## src/hw/rtl/lapseq_pkg.sv

```systemverilog
`timescale 1ns / 1ps
// Types, codes and small lookup functions for the LED alert pulse sequencer.
// No dependencies; used by the channel interfaces, the top level and the checker.
package lapseq_pkg;

  localparam int unsigned CfgIdxW = 3;
  localparam int unsigned CfgDataW = 16;

  typedef enum logic [1:0] {
    CMD_UPDATE  = 2'd0,
    CMD_KEYWORD = 2'd1,
    CMD_ACK     = 2'd2,
    CMD_TEST    = 2'd3
  } cmd_e;

  typedef enum logic [2:0] {
    AW_BACKGROUND = 3'd0,
    AW_NOTICE     = 3'd1,
    AW_CANDIDATE  = 3'd2,
    AW_EVENT      = 3'd3,
    AW_COOLDOWN   = 3'd4
  } awareness_e;

  typedef enum logic [1:0] {
    URG_LOW      = 2'd0,
    URG_MEDIUM   = 2'd1,
    URG_HIGH     = 2'd2,
    URG_CRITICAL = 2'd3
  } urgency_e;

  typedef enum logic [1:0] {
    PK_NONE  = 2'd0,
    PK_FIXED = 2'd1,
    PK_CONT  = 2'd2
  } pulse_kind_e;

  typedef enum logic [3:0] {
    PAT_NONE      = 4'd0,
    PAT_KEYWORD   = 4'd1,
    PAT_NOTICE    = 4'd2,
    PAT_CANDIDATE = 4'd3,
    PAT_LOW       = 4'd4,
    PAT_MEDIUM    = 4'd5,
    PAT_HIGH      = 4'd6,
    PAT_CRITICAL  = 4'd7,
    PAT_MANUAL    = 4'd8
  } pattern_e;

  typedef enum logic [CfgIdxW-1:0] {
    REG_LEVEL_VERY_LOW   = 3'd0,
    REG_LEVEL_DIM        = 3'd1,
    REG_LEVEL_MEDIUM     = 3'd2,
    REG_LEVEL_BRIGHT     = 3'd3,
    REG_KEYWORD_FLASH_MS = 3'd4,
    REG_UNKNOWN_FLASH_MS = 3'd5,
    REG_HALF_PERIOD_MS   = 3'd6
  } cfg_reg_e;

  localparam logic [3:0] DirUnknown = 4'd9;
  localparam logic [3:0] MaskAll    = 4'hF;

  // Confidence thresholds in Q0.8: 0.30, 0.50, 0.75
  localparam logic [7:0] ConfVeryLow = 8'd77;
  localparam logic [7:0] ConfDim     = 8'd128;
  localparam logic [7:0] ConfMedium  = 8'd192;

  typedef struct packed {
    logic [1:0]  command;
    logic [31:0] now_ms;
    logic [3:0]  direction;
    logic [7:0]  confidence;
    logic [2:0]  awareness;
    logic [1:0]  urgency;
    logic        event_fresh;
    logic        notice_fresh;
    logic [7:0]  test_char;
  } in_item_t;

  typedef struct packed {
    logic [3:0] led_mask;
    logic [7:0] led_level;
    logic       drive_valid;
    logic       accepted;
    logic       manual_on;
    logic [3:0] pattern_code;
  } out_item_t;

  typedef struct packed {
    logic [CfgIdxW-1:0]  addr;
    logic [CfgDataW-1:0] wdata;
  } cfg_wr_t;

  typedef struct packed {
    logic       known;  // character recognised
    logic       light;  // character lights LEDs (all but '0')
    logic [3:0] mask;
  } test_dec_t;

  function automatic logic [3:0] dir_mask(input logic [3:0] dir);
    logic [3:0] m;
    unique case (dir)
      4'd0:    m = 4'b0001;
      4'd1:    m = 4'b0010;
      4'd2:    m = 4'b0100;
      4'd3:    m = 4'b1000;
      4'd4:    m = 4'b0011;
      4'd5:    m = 4'b0110;
      4'd6:    m = 4'b1100;
      4'd7:    m = 4'b1001;
      4'd8:    m = 4'b1111;
      default: m = 4'b0000;
    endcase
    return m;
  endfunction

  function automatic test_dec_t test_decode(input logic [7:0] c);
    test_dec_t d;
    d.known = 1'b1;
    d.light = 1'b1;
    d.mask  = 4'b0000;
    unique case (c)
      "F", "1": d.mask = 4'b0001;
      "R", "2": d.mask = 4'b0010;
      "B", "3": d.mask = 4'b0100;
      "L", "4": d.mask = 4'b1000;
      "5":      d.mask = 4'b0011;
      "6":      d.mask = 4'b0110;
      "7":      d.mask = 4'b1100;
      "8":      d.mask = 4'b1001;
      "A", "9": d.mask = 4'b1111;
      "0":      d.light = 1'b0;
      default: begin
        d.known = 1'b0;
        d.light = 1'b0;
      end
    endcase
    return d;
  endfunction

endpackage

```

## src/hw/rtl/lapseq_if.sv

```systemverilog
`timescale 1ns / 1ps
// Valid/ready channel interfaces for the LED alert pulse sequencer.
// Depends on lapseq_pkg for the payload types.
interface lapseq_in_if import lapseq_pkg::*; ();
  logic     valid;
  logic     ready;
  in_item_t data;
  modport source (output valid, output data, input ready);
  modport sink (input valid, input data, output ready);
endinterface

interface lapseq_out_if import lapseq_pkg::*; ();
  logic      valid;
  logic      ready;
  out_item_t data;
  modport source (output valid, output data, input ready);
  modport sink (input valid, input data, output ready);
endinterface

interface lapseq_cfg_if import lapseq_pkg::*; ();
  logic    valid;
  logic    ready;
  cfg_wr_t data;
  modport source (output valid, output data, input ready);
  modport sink (input valid, input data, output ready);
endinterface

```

## src/hw/rtl/led_alert_pulse_sequencer.sv

```systemverilog
`timescale 1ns / 1ps
// LED alert pulse sequencer: takes one item per cycle and returns one result per item,
// passing it through an input register, then a result register. The
// sequencer state is updated as an item moves from the input register to the result
// register, so a new item can follow in every cycle. Both registers stall only when
// the result consumer holds ready low. Config writes are always taken (ready high).
// Depends on lapseq_pkg and lapseq_if.
module led_alert_pulse_sequencer import lapseq_pkg::*; (
  input  logic        clk_i,
  input  logic        rst_ni,
  lapseq_cfg_if.sink  cfg_chan,
  lapseq_in_if.sink   in_chan,
  lapseq_out_if.source out_chan
);

  // Config registers
  logic [7:0]  lvl_very_low_q, lvl_dim_q, lvl_medium_q, lvl_bright_q;
  logic [15:0] kw_flash_ms_q, unk_flash_ms_q, half_period_ms_q;

  // Sequencer state
  logic        manual_q, manual_d;
  pulse_kind_e pk_q, pk_d;
  logic [1:0]  pulses_left_q, pulses_left_d;
  logic        phase_q, phase_d;
  logic [31:0] toggle_time_q, toggle_time_d;
  logic        unk_flag_q, unk_flag_d;
  logic [31:0] unk_time_q, unk_time_d;
  logic        kw_flag_q, kw_flag_d;
  logic [31:0] kw_time_q, kw_time_d;
  logic        acked_q, acked_d;
  pattern_e    pat_q, pat_d;

  // Pipeline
  logic      in_vld_q;
  in_item_t  in_q;
  logic      out_vld_q;
  out_item_t out_q, res_d;
  logic      adv;

  assign adv            = in_vld_q && (!out_vld_q || out_chan.ready);
  assign in_chan.ready  = !in_vld_q || adv;
  assign out_chan.valid = out_vld_q;
  assign out_chan.data  = out_q;
  assign cfg_chan.ready = 1'b1;

  always_ff @(posedge clk_i or negedge rst_ni) begin
    if (!rst_ni) begin
      lvl_very_low_q   <= 8'd32;
      lvl_dim_q        <= 8'd96;
      lvl_medium_q     <= 8'd160;
      lvl_bright_q     <= 8'd255;
      kw_flash_ms_q    <= 16'd500;
      unk_flash_ms_q   <= 16'd300;
      half_period_ms_q <= 16'd150;
    end else if (cfg_chan.valid) begin
      unique case (cfg_chan.data.addr)
        REG_LEVEL_VERY_LOW:   lvl_very_low_q   <= cfg_chan.data.wdata[7:0];
        REG_LEVEL_DIM:        lvl_dim_q        <= cfg_chan.data.wdata[7:0];
        REG_LEVEL_MEDIUM:     lvl_medium_q     <= cfg_chan.data.wdata[7:0];
        REG_LEVEL_BRIGHT:     lvl_bright_q     <= cfg_chan.data.wdata[7:0];
        REG_KEYWORD_FLASH_MS: kw_flash_ms_q    <= cfg_chan.data.wdata;
        REG_UNKNOWN_FLASH_MS: unk_flash_ms_q   <= cfg_chan.data.wdata;
        REG_HALF_PERIOD_MS:   half_period_ms_q <= cfg_chan.data.wdata;
        default: ;
      endcase
    end
  end

  always_ff @(posedge clk_i or negedge rst_ni) begin
    if (!rst_ni) begin
      in_vld_q  <= 1'b0;
      out_vld_q <= 1'b0;
    end else begin
      if (in_chan.ready) begin
        in_vld_q <= in_chan.valid;
      end
      if (adv) begin
        out_vld_q <= 1'b1;
      end else if (out_chan.ready) begin
        out_vld_q <= 1'b0;
      end
    end
  end

  always_ff @(posedge clk_i) begin
    if (in_chan.valid && in_chan.ready) begin
      in_q <= in_chan.data;
    end
    if (adv) begin
      out_q <= res_d;
    end
  end

  always_ff @(posedge clk_i or negedge rst_ni) begin
    if (!rst_ni) begin
      manual_q      <= 1'b0;
      pk_q          <= PK_NONE;
      pulses_left_q <= 2'd0;
      phase_q       <= 1'b0;
      toggle_time_q <= 32'd0;
      unk_flag_q    <= 1'b0;
      unk_time_q    <= 32'd0;
      kw_flag_q     <= 1'b0;
      kw_time_q     <= 32'd0;
      acked_q       <= 1'b0;
      pat_q         <= PAT_NONE;
    end else if (adv) begin
      manual_q      <= manual_d;
      pk_q          <= pk_d;
      pulses_left_q <= pulses_left_d;
      phase_q       <= phase_d;
      toggle_time_q <= toggle_time_d;
      unk_flag_q    <= unk_flag_d;
      unk_time_q    <= unk_time_d;
      kw_flag_q     <= kw_flag_d;
      kw_time_q     <= kw_time_d;
      acked_q       <= acked_d;
      pat_q         <= pat_d;
    end
  end

  // Item decode
  logic [31:0] now;
  logic [3:0]  dmask;
  logic [7:0]  bright;
  test_dec_t   tdec;
  logic        kw_live;

  assign now   = in_q.now_ms;
  assign dmask = dir_mask(in_q.direction);
  assign tdec  = test_decode(in_q.test_char);
  assign kw_live = (now - kw_time_q) < {16'd0, kw_flash_ms_q};

  always_comb begin
    if (in_q.confidence < ConfVeryLow) begin
      bright = lvl_very_low_q;
    end else if (in_q.confidence < ConfDim) begin
      bright = lvl_dim_q;
    end else if (in_q.confidence < ConfMedium) begin
      bright = lvl_medium_q;
    end else begin
      bright = lvl_bright_q;
    end
  end

  // Next state and result for the item in the input register
  always_comb begin
    logic       done;
    logic [3:0] mask;
    logic [7:0] level;
    logic       drive;
    logic       acc;

    manual_d      = manual_q;
    pk_d          = pk_q;
    pulses_left_d = pulses_left_q;
    phase_d       = phase_q;
    toggle_time_d = toggle_time_q;
    unk_flag_d    = unk_flag_q;
    unk_time_d    = unk_time_q;
    kw_flag_d     = kw_flag_q;
    kw_time_d     = kw_time_q;
    acked_d       = acked_q;
    pat_d         = pat_q;
    done          = 1'b0;
    mask          = 4'd0;
    level         = 8'd0;
    drive         = 1'b0;
    acc           = 1'b1;

    unique case (cmd_e'(in_q.command))
      CMD_UPDATE: begin
        if (!manual_q) begin
          drive = 1'b1;
          if (kw_flag_q) begin
            if (kw_live) begin
              mask  = MaskAll;
              level = lvl_bright_q;
              pat_d = PAT_KEYWORD;
              done  = 1'b1;
            end else begin
              kw_flag_d = 1'b0;
            end
          end
          if (!done) begin
            if (in_q.awareness != AW_CANDIDATE && in_q.awareness != AW_EVENT &&
                pk_d == PK_CONT) begin
              pk_d = PK_NONE;
            end
            if (in_q.direction == DirUnknown && in_q.event_fresh) begin
              unk_flag_d = 1'b1;
              unk_time_d = now;
              pk_d       = PK_NONE;
            end
            if (unk_flag_d) begin
              if ((now - unk_time_d) < {16'd0, unk_flash_ms_q}) begin
                mask  = MaskAll;
                level = bright;
                pat_d = PAT_NONE;
                done  = 1'b1;
              end else begin
                unk_flag_d = 1'b0;
              end
            end
          end
          if (!done) begin
            unique case (in_q.awareness)
              AW_BACKGROUND, AW_COOLDOWN: begin
                acked_d    = 1'b0;
                pk_d       = PK_NONE;
                unk_flag_d = 1'b0;
                pat_d      = PAT_NONE;
                done       = 1'b1;
              end
              AW_NOTICE: begin
                if (in_q.notice_fresh) begin
                  pk_d          = PK_FIXED;
                  pulses_left_d = 2'd1;
                  phase_d       = 1'b0;
                  toggle_time_d = now;
                  pat_d         = PAT_NOTICE;
                end
              end
              AW_CANDIDATE: begin
                pk_d  = PK_CONT;
                pat_d = PAT_CANDIDATE;
              end
              AW_EVENT: begin
                if (in_q.event_fresh) begin
                  acked_d = 1'b0;
                  if (in_q.urgency == URG_CRITICAL) begin
                    pk_d          = PK_CONT;
                    pulses_left_d = 2'd0;
                  end else begin
                    pk_d          = PK_FIXED;
                    pulses_left_d = in_q.urgency + 2'd1;
                  end
                  phase_d       = 1'b0;
                  toggle_time_d = now;
                  pat_d         = pattern_e'({2'b01, in_q.urgency});
                end else if (pk_d == PK_NONE) begin
                  if (in_q.urgency == URG_CRITICAL && !acked_q) begin
                    pk_d = PK_CONT;
                  end else begin
                    mask  = dmask;
                    level = bright;
                    done  = 1'b1;
                  end
                end
              end
              default: ;
            endcase
          end
          if (!done) begin
            level = bright;
            if (pk_d != PK_NONE) begin
              if ((now - toggle_time_d) >= {16'd0, half_period_ms_q}) begin
                toggle_time_d = now;
                phase_d       = !phase_d;
                // a fixed-count pulse ends on its falling edge
                if (!phase_d && pk_d == PK_FIXED) begin
                  if (pulses_left_d != 2'd0) begin
                    pulses_left_d = pulses_left_d - 2'd1;
                  end
                  if (pulses_left_d == 2'd0) begin
                    pk_d = PK_NONE;
                  end
                end
              end
              mask = phase_d ? dmask : 4'd0;
            end else begin
              mask = dmask;
            end
          end
        end
      end
      CMD_KEYWORD: begin
        kw_flag_d = 1'b1;
        kw_time_d = now;
      end
      CMD_ACK: begin
        acked_d = 1'b1;
        if (pk_q == PK_CONT) begin
          pk_d = PK_NONE;
        end
      end
      CMD_TEST: begin
        acc = tdec.known;
        if (tdec.known && !tdec.light) begin
          manual_d   = 1'b0;
          pk_d       = PK_NONE;
          unk_flag_d = 1'b0;
          pat_d      = PAT_NONE;
          drive      = 1'b1;
        end else if (tdec.light) begin
          manual_d = 1'b1;
          pk_d     = PK_NONE;
          mask     = tdec.mask;
          level    = lvl_bright_q;
          pat_d    = PAT_MANUAL;
          drive    = 1'b1;
        end
      end
      default: ;
    endcase

    res_d.led_mask     = drive ? mask : 4'd0;
    res_d.led_level    = drive ? level : 8'd0;
    res_d.drive_valid  = drive;
    res_d.accepted     = acc;
    res_d.manual_on    = manual_d;
    res_d.pattern_code = pat_d;
  end

endmodule

```

## src/flat_wrapper.sv

```systemverilog
// flat-port wrapper written by rule: the top's interface ports become plain ports
module led_alert_pulse_sequencer_flat import lapseq_pkg::*;
  (clk_i, rst_ni, cfg_chan_valid, cfg_chan_data, cfg_chan_ready, in_chan_valid, in_chan_data, in_chan_ready, out_chan_valid, out_chan_data, out_chan_ready);
  lapseq_cfg_if cfg_chan_i ();
  lapseq_in_if in_chan_i ();
  lapseq_out_if out_chan_i ();
  input  logic clk_i;
  input  logic rst_ni;
  input wire logic [$bits(cfg_chan_i.valid)-1:0] cfg_chan_valid;
  input wire logic [$bits(cfg_chan_i.data)-1:0] cfg_chan_data;
  output wire logic [$bits(cfg_chan_i.ready)-1:0] cfg_chan_ready;
  input wire logic [$bits(in_chan_i.valid)-1:0] in_chan_valid;
  input wire logic [$bits(in_chan_i.data)-1:0] in_chan_data;
  output wire logic [$bits(in_chan_i.ready)-1:0] in_chan_ready;
  output wire logic [$bits(out_chan_i.valid)-1:0] out_chan_valid;
  output wire logic [$bits(out_chan_i.data)-1:0] out_chan_data;
  input wire logic [$bits(out_chan_i.ready)-1:0] out_chan_ready;
  assign cfg_chan_i.valid = cfg_chan_valid;
  assign cfg_chan_i.data = cfg_chan_data;
  assign cfg_chan_ready = cfg_chan_i.ready;
  assign in_chan_i.valid = in_chan_valid;
  assign in_chan_i.data = in_chan_data;
  assign in_chan_ready = in_chan_i.ready;
  assign out_chan_valid = out_chan_i.valid;
  assign out_chan_data = out_chan_i.data;
  assign out_chan_i.ready = out_chan_ready;
  led_alert_pulse_sequencer u_core (.clk_i(clk_i), .rst_ni(rst_ni), .cfg_chan(cfg_chan_i), .in_chan(in_chan_i), .out_chan(out_chan_i));
endmodule
```

## config.mk

```make
export PLATFORM = sky130hd
export DESIGN_NAME = led_alert_pulse_sequencer_flat
export DESIGN_NICKNAME = d
export VERILOG_FILES = /design/src/hw/rtl/lapseq_pkg.sv /design/src/hw/rtl/lapseq_if.sv /design/src/hw/rtl/led_alert_pulse_sequencer.sv /design/src/flat_wrapper.sv
export SDC_FILE = /design/constraint.sdc
export NUM_CORES = 1
export LEC_CHECK = 0
export ABC_AREA = 1
export BUFFER_PORTS_ARGS = -buffer_cell sky130_fd_sc_hd__buf_2
export CORE_MARGIN = 5
export CORE_UTILIZATION = 50
export CTS_BUF_LIST = sky130_fd_sc_hd__clkbuf_16
export CTS_CLUSTER_DIAMETER = 100
export CTS_CLUSTER_SIZE = 24
export DETAILED_ROUTE_END_ITERATION = 6
export PLACE_DENSITY = 0.69
export SLEW_MARGIN = 20
export SYNTH_ARGS = -nofsm -noshare
export SYNTH_HDL_FRONTEND = slang
export SYNTH_SLANG_ARGS = --single-unit
```

## constraint.sdc

```tcl
create_clock -name clk_i -period 13.25 [get_ports clk_i]
set_clock_uncertainty 0.2 [all_clocks]
set_input_delay 0.6625 -clock clk_i [delete_from_list [all_inputs] [get_ports clk_i]]
set_output_delay 0.6625 -clock clk_i [all_outputs]
set_load 0.03 [all_outputs]
```

# Word-level counts from Yosys, hierarchy flattened
# Memories as Yosys holds them, arrays and structs flattened. A register that Yosys moved wholly into a read port is not among the register bits.
# Cells that the tools add are included.
dict set report totals {
  regBits 271
  romBits 64
  output_inout_bits 22
  word_cells 300
  n_memories 1
}
dict set report classes {
  add_sub_neg 5
  n_lt_le_gt_ge 6
  n_eq_ne 41
  muxes 161
  n_bitwise 2
  n_reduce_logical 49
}
# name depth word_bits rd rd_ports_with_merged_regs write_ports line
set mem_list {}
lappend mem_list {{(no name shown)} 16 4 1 1 0 lapseq_pkg.sv:101} ;# unique case (dir)
# op count
set ops {}
lappend ops {{$mux 32} 12}
lappend ops {{$mux 8} 17}
lappend ops {{$mux 4} 28}
lappend ops {{$sub 32x32->32} 3}
lappend ops {{$eq 8x6->1 const B} 10}
lappend ops {{$mux 2} 39}
lappend ops {{$lt 32x16->1} 2}
lappend ops {{$pmux 32 s2} 1}
lappend ops {{$mux 1} 49}
lappend ops {{$eq 8x7->1 const B} 5}
lappend ops {{$pmux 4 s9} 1}
lappend ops {{$ge 32x16->1} 1}
lappend ops {{$lt 8x8->1 const B} 2}
lappend ops {{$pmux 4 s2} 2}
lappend ops {{$pmux 4 s4} 1}
lappend ops {{$pmux 8 s2} 1}
lappend ops {{$reduce_and 2->1} 8}
lappend ops {{$reduce_or 15->1} 1}
lappend ops {{$pmux 1 s2} 7}
lappend ops {{$reduce_or 14->1} 1}
lappend ops {{$eq 3x2->1 const B} 4}
lappend ops {{$eq 3x3->1 const B} 4}
lappend ops {{$reduce_bool 2->1} 6}
lappend ops {{$reduce_or 2->1} 6}
lappend ops {{26 further kinds} 53}

# Logic depth before layout (Yosys ltp)
dict set report logic_depth {
  ltp_word 35
  mapped_depth 62
}

# Worst setup path before layout
# No wires, ideal clock.
dict set report synth_path {
  path_type {flip-flop to flip-flop}
  startpoint {reg u_core.in_q[9] (netlist name)}
  endpoint {reg u_core.toggle_time_q[4]}
  setup_time_ns 0.130
  arrival_time_ns 8.144
  slack_ns 4.776
  path_stages_with_launch 58
  n_path_buf 4
  synth_period_minus_slack_ns 8.474
  path_cell_list {edfxtp_1 -> nand2_1 -> inv_2 -> nand3_2 -> buf_6 -> buf_2 -> clkbuf_1 -> o21ai_0 -> ha_1 -> fa_1 -> o211ai_1 -> nand2_1 -> nand2_2 -> nand2_1 -> nand2_2 -> xnor2_1 -> ha_1 -> nand2_1 -> [22 not listed] -> ha_1 -> nand2_1 -> nor2_1 -> a211oi_1 -> nand3_1 -> a21oi_1 -> nand3_1 -> nor2_1 -> nand3_1 -> nor3_1 -> nand3_1 -> nor2_1 -> nand3_4 -> nand3_4 -> buf_6 -> nand2_1 -> nand3_1 -> o21ai_1}
}
dict set report synth_via {
  elab_chain_len 20
}
# element line
set synth_lines {}
lappend synth_lines {{start: declaration} led_alert_pulse_sequencer.sv:35} ;# in_item_t in_q;
lappend synth_lines {{start signal: assignment} led_alert_pulse_sequencer.sv:87} ;# in_q <= in_chan.data;
lappend synth_lines {{$logic_and 1x1->1} led_alert_pulse_sequencer.sv:190} ;# if (in_q.direction == DirUnknown && in_q.event_fresh) begin
lappend synth_lines {{$mux 32} led_alert_pulse_sequencer.sv:190}
lappend synth_lines {{$mux 32} led_alert_pulse_sequencer.sv:185} ;# if (!done) begin
lappend synth_lines {{$mux 32} led_alert_pulse_sequencer.sv:173} ;# if (!manual_q) begin
lappend synth_lines {{$mux 32} led_alert_pulse_sequencer.sv:171} ;# unique case (cmd_e'(in_q.command))
lappend synth_lines {{$sub 32x32->32} led_alert_pulse_sequencer.sv:196} ;# if ((now - unk_time_d) < {16'd0, unk_flash_ms_q}) begin
lappend synth_lines {{$lt 32x16->1} led_alert_pulse_sequencer.sv:196}
lappend synth_lines {{$mux 1} led_alert_pulse_sequencer.sv:196}
lappend synth_lines {{[4 not listed]} -}
lappend synth_lines {{$mux 32} led_alert_pulse_sequencer.sv:206} ;# if (!done) begin
lappend synth_lines {{$mux 32} led_alert_pulse_sequencer.sv:173}
lappend synth_lines {{$mux 32} led_alert_pulse_sequencer.sv:171}
lappend synth_lines {{$sub 32x32->32} led_alert_pulse_sequencer.sv:257} ;# if ((now - toggle_time_d) >= {16'd0, half_period_ms_q}) begin
lappend synth_lines {{$ge 32x16->1} led_alert_pulse_sequencer.sv:257}
lappend synth_lines {{$mux 32} led_alert_pulse_sequencer.sv:257}
lappend synth_lines {{$mux 32} led_alert_pulse_sequencer.sv:256} ;# if (pk_d != PK_NONE) begin
lappend synth_lines {{$mux 32 (*)} led_alert_pulse_sequencer.sv:254} ;# if (!done) begin
lappend synth_lines {{end signal: assignment} led_alert_pulse_sequencer.sv:112} ;# toggle_time_q <= toggle_time_d;
lappend synth_lines {{end: declaration} led_alert_pulse_sequencer.sv:25} ;# logic [31:0] toggle_time_q, toggle_time_d;
# Mark *: on every way between the ends. The rest lies on a longest branch, timed or not. The select of a mux whose other input is x is not followed.
# A chain may end at the register's enable or synchronous reset.

# Worst setup path after layout
dict set report layout_path {
  startpoint {reg u_core.in_q[9] (netlist name)}
  endpoint {reg u_core.toggle_time_q[27]}
}
# The elaborated chain is that of the path after synthesis.

==> results.txt <==
----------------------------------------------------
[Floorplanning]
  Vertical die dimension ... 214 µm
  Die ar. ... 45,800 µm²
  Starting utilization of the core area ... 50.8%
  Area of the core ... 41,000 µm²
  Die Span X ... 214 µm
  Number of top-level design ports ... 107
  Std cell rows ... 74

[Worst setup path]
  CP Class ... register to register
  Critical path arrival ... 11.45 ns
  Max Fanout on Critical Path ... 35
  Startpoint type of the worst setup path ... register
  Path depth of the worst reg2reg path ... 54
  Standard cell with the maximum stage delay on the critical path ... nand3_4
  Start of the worst register-to-register path ... u_core.in_q[9]
  Critical path's largest stage delay ... 0.54 ns
  Worst reg-to-reg setup slack ... 1.98 ns
  Worst endpoint required time ... 13.44 ns
  Critical R2R Capture ... u_core.toggle_time_q[27]
  Crit end category ... register

[Drt]
  Number of detailed-routing iterations run before antenna repair ... 7
  Number of DRC markers in iteration 0 ... 1,652
  Total number of vias ... 20,008
  Average wire length per cell after detail routing ... 19.5 µm
  Antenna Nets Post-Route ... 0
  Number of vias per cell after detailed routing ... 5.70
  Final wirelength ... 68.3 mm
  Residual DRC count ... 2

[Timing]
  Final Setup Violations ... 0
  Setup_tns ... 0 ns
  Tightest Pin Transition ... 1.09 ns
  Final-layout worst hold slack ... -0.0184 ns
  Clock period minus worst slack ... 11.27 ns
  Post-route fraction of the period consumed by the critical path ... 85.0%
  Max-slew violation total from the final report ... 0
  Worst max-slew margin expressed relative to the limit ... 27.3%
  Max frequency ... 88.8 MHz
  Total count of hold-check failures in the final report ... 7
  Unrepaired setup endpoints after global routing ... no

[Run status]
  Failing checks ... DRC, hold timing
  Outcome ... complete, but fails checks

[Placed design]
  Placed Instances ... 3,478
  Buffers on Ports ... 105
  Final Wtd Congestion ... 1.01
  Half-perimeter wire length of the detailed placement result ... 54.1 mm

[Clock network]
  Hold_buf cts ... 0
  Number of instances resized during post-cts repair ... 0
  Clk Tree Root Cell ... clkbuf_16
  Clock tree from TritonCTS ... yes
  H-Tree Depth ... 1
  Clk sinks ... 275
  Number of buffers created by CTS ... 17
  Worst-path clk slew ... 0.10 ns
  Latest clock arrival within the worst-skew pair ... 0.54 ns
  CTS max path bufs ... 3
  Buffers inserted during post-CTS setup optimization ... 0

[Synthesis]
  Post-synthesis instance total ... 2,901
  Number of enable flip-flop cells after synthesis ... 80
  Proportion of synthesized chip area in sequential cells ... 35.0%
  Dominant cell type by area after synthesis ... dfrtp_1
  Net count after synthesis ... 3,137
  Share of flip-flops with an asynchronous set or reset after synthesis ... 69.5%
  Avg Inst Size Synth ... 7.18 µm²
  Library cells used by synthesis ... 64
  Number of flip-flops and latches in the synthesized netlist ... 275
  Combined area of all synthesized cells ... 20,800 µm²
  Top cell type's share of synthesized area ... 19.7%
  Most instantiated cells after synthesis ... 718 x nand2_1, 471 x inv_1, 244 x o21ai_0
  Top area cells in the synthesized netlist ... dfrtp_1 20%, nand2_1 13%, edfxtp_1 12%
  Warnings, synthesis ... 0
  Most frequently used cell type in the post-synthesis netlist ... nand2_1
  Prevailing post-synth register cell ... dfrtp_1

[Global route]
  Global route total overflow ... 0
  First-pass GRT wire length ... 107 mm
  Initial antenna violation count ... 0
  Via count of the first global-routing pass ... 19,934
  Global router's overall resource usage ... 28.8%
  Pin count of the biggest net entering global routing ... 79

[Power]
  Leak pwr ... 0.0113 µW
  Peak supply drop ... 0.119 mV
  Total power per unit cell area ... 188 nW/µm²

[Cells and area]
  Final instance count without filler cells ... 3,508
  Ant diodes ... 0
  Post-layout net count ... 3,201
  Filler Cell Count ... 3,992
  Layout overhead on the synthesized area ... 7.38%
  Fraction of layout cells with a size suffix above 1 ... 8.87%

[Run]
  Count of maximum capacitance violations ... 0

[Min path]
  Hold crit path type ... input port to asynchronous set/reset pin

----------------------------------------------------
cell families after synthesis:
logic type	Yosys count	synth area share, %
compound gates	569	15.3
xor+xnor	51	2.14
fa+ha+maj	151	9.18
buf+inv	578	10.7
flops	275	35.0
mux	24	1.17
other cells	1	0.0180
simple gates	1252	26.4
layout make-up:
class                      instances  area, µm²  share of cell area [%]
timing repair buffer             119        639                    2.86
tap                              532        666                    2.98
sequential                       275       7300                    32.6
multi-input combinational       2048      11300                    50.6
clock buffer                      18        450                    2.01
clock inverter                    12        103                   0.459
inverter                         504       1890                    8.46
placed cells by master (no fill, tap or decap), types with 18 or more instances in the layout:
cell	Yosys	final
buf_2	14	104
a22oi_1	40	40
nand4_1	69	69
inv_1	471	476
o211ai_1	18	18
nand2_1	718	717
o21ai_1	36	36
a21oi_1	144	144
o21ai_0	244	244
nor3_1	33	33
dfrtp_1	164	164
mux2i_1	22	22
edfxtp_1	80	80
o22ai_1	32	32
nor2_1	204	202
ha_1	148	148
dfstp_2	27	27
nand3_1	157	157
inv_2	28	29
clkbuf_16	0	18
xor2_1	37	37
routing by layer:
layer | GRT usage, % | vias to the layer above | part of all wire [%]
li1 | - | 9678 | -
met1 | 36.0 | 9481 | 41
met4 | 12.5 | 0 | 4.8
met2 | 50.5 | 692 | 48
met5 | 0 | - | 0
met3 | 3.25 | 157 | 5.7
where the power goes:
group          switching, µW  total [µW]  internal [µW]
clock network            323         582            260
registers                128        1220           1090
logic                   1580        2400            820
total                   2030        4200           2170
stage by stage:
step	power, µW	instance area, µm²	setup slack, ns	utilization [%]
global placement	3550	21800	2.07	53.2
detailed placement	3590	21800	2.08	53.2
finish	4200	22400	1.98	54.5
CTS	4190	22400	2.01	54.5
global route	4580	22400	1.04	54.5
floorplan	2940	20800	4.78	-
how the worst max path moves through the flow:
| stage | to | depth (start not counted) | start | slack [ns] |
|---|---|---|---|---|
| after global placement | u_core.toggle_time_q[31] | 54 | u_core.in_q[9] | 2.07 |
| after CTS | u_core.toggle_time_q[27] | 54 | u_core.in_q[9] | 2.01 |
| after floorplan | u_core.toggle_time_q[4] | 57 | u_core.in_q[9] | 4.78 |
| after global routing | u_core.toggle_time_q[24] | 55 | u_core.in_q[9] | 1.04 |
| final | u_core.toggle_time_q[27] | 54 | u_core.in_q[9] | 1.98 |
| after detailed placement | u_core.toggle_time_q[31] | 54 | u_core.in_q[9] | 2.08 |
registers in the layout, indices dropped and copies added (netlist names), 16 cells and up:
| signal | count |
|---|---|
| u_core.now | 32 |
| u_core.unk_time_q | 32 |
| u_core.in_q | 29 |
| u_core.unk_flash_ms_q | 16 |
| u_core.toggle_time_q | 32 |
| u_core.half_period_ms_q | 16 |
| u_core.kw_time_q | 32 |
| u_core.kw_flash_ms_q | 16 |
| u_core.out_chan.data | 19 |
critical path, delay by kind of cell, from the launching register on:
family                     cells  cell delay (ns)
and+or+nand+nor               30             4.78
AOI/OAI and AO/OA             11             2.91
adders and majority gates      5             1.61
buffers and inverters          6             0.77
DFF                            1             0.51
xor gates and xnor gates       2             0.34
(Power assumes the default switching activity.)
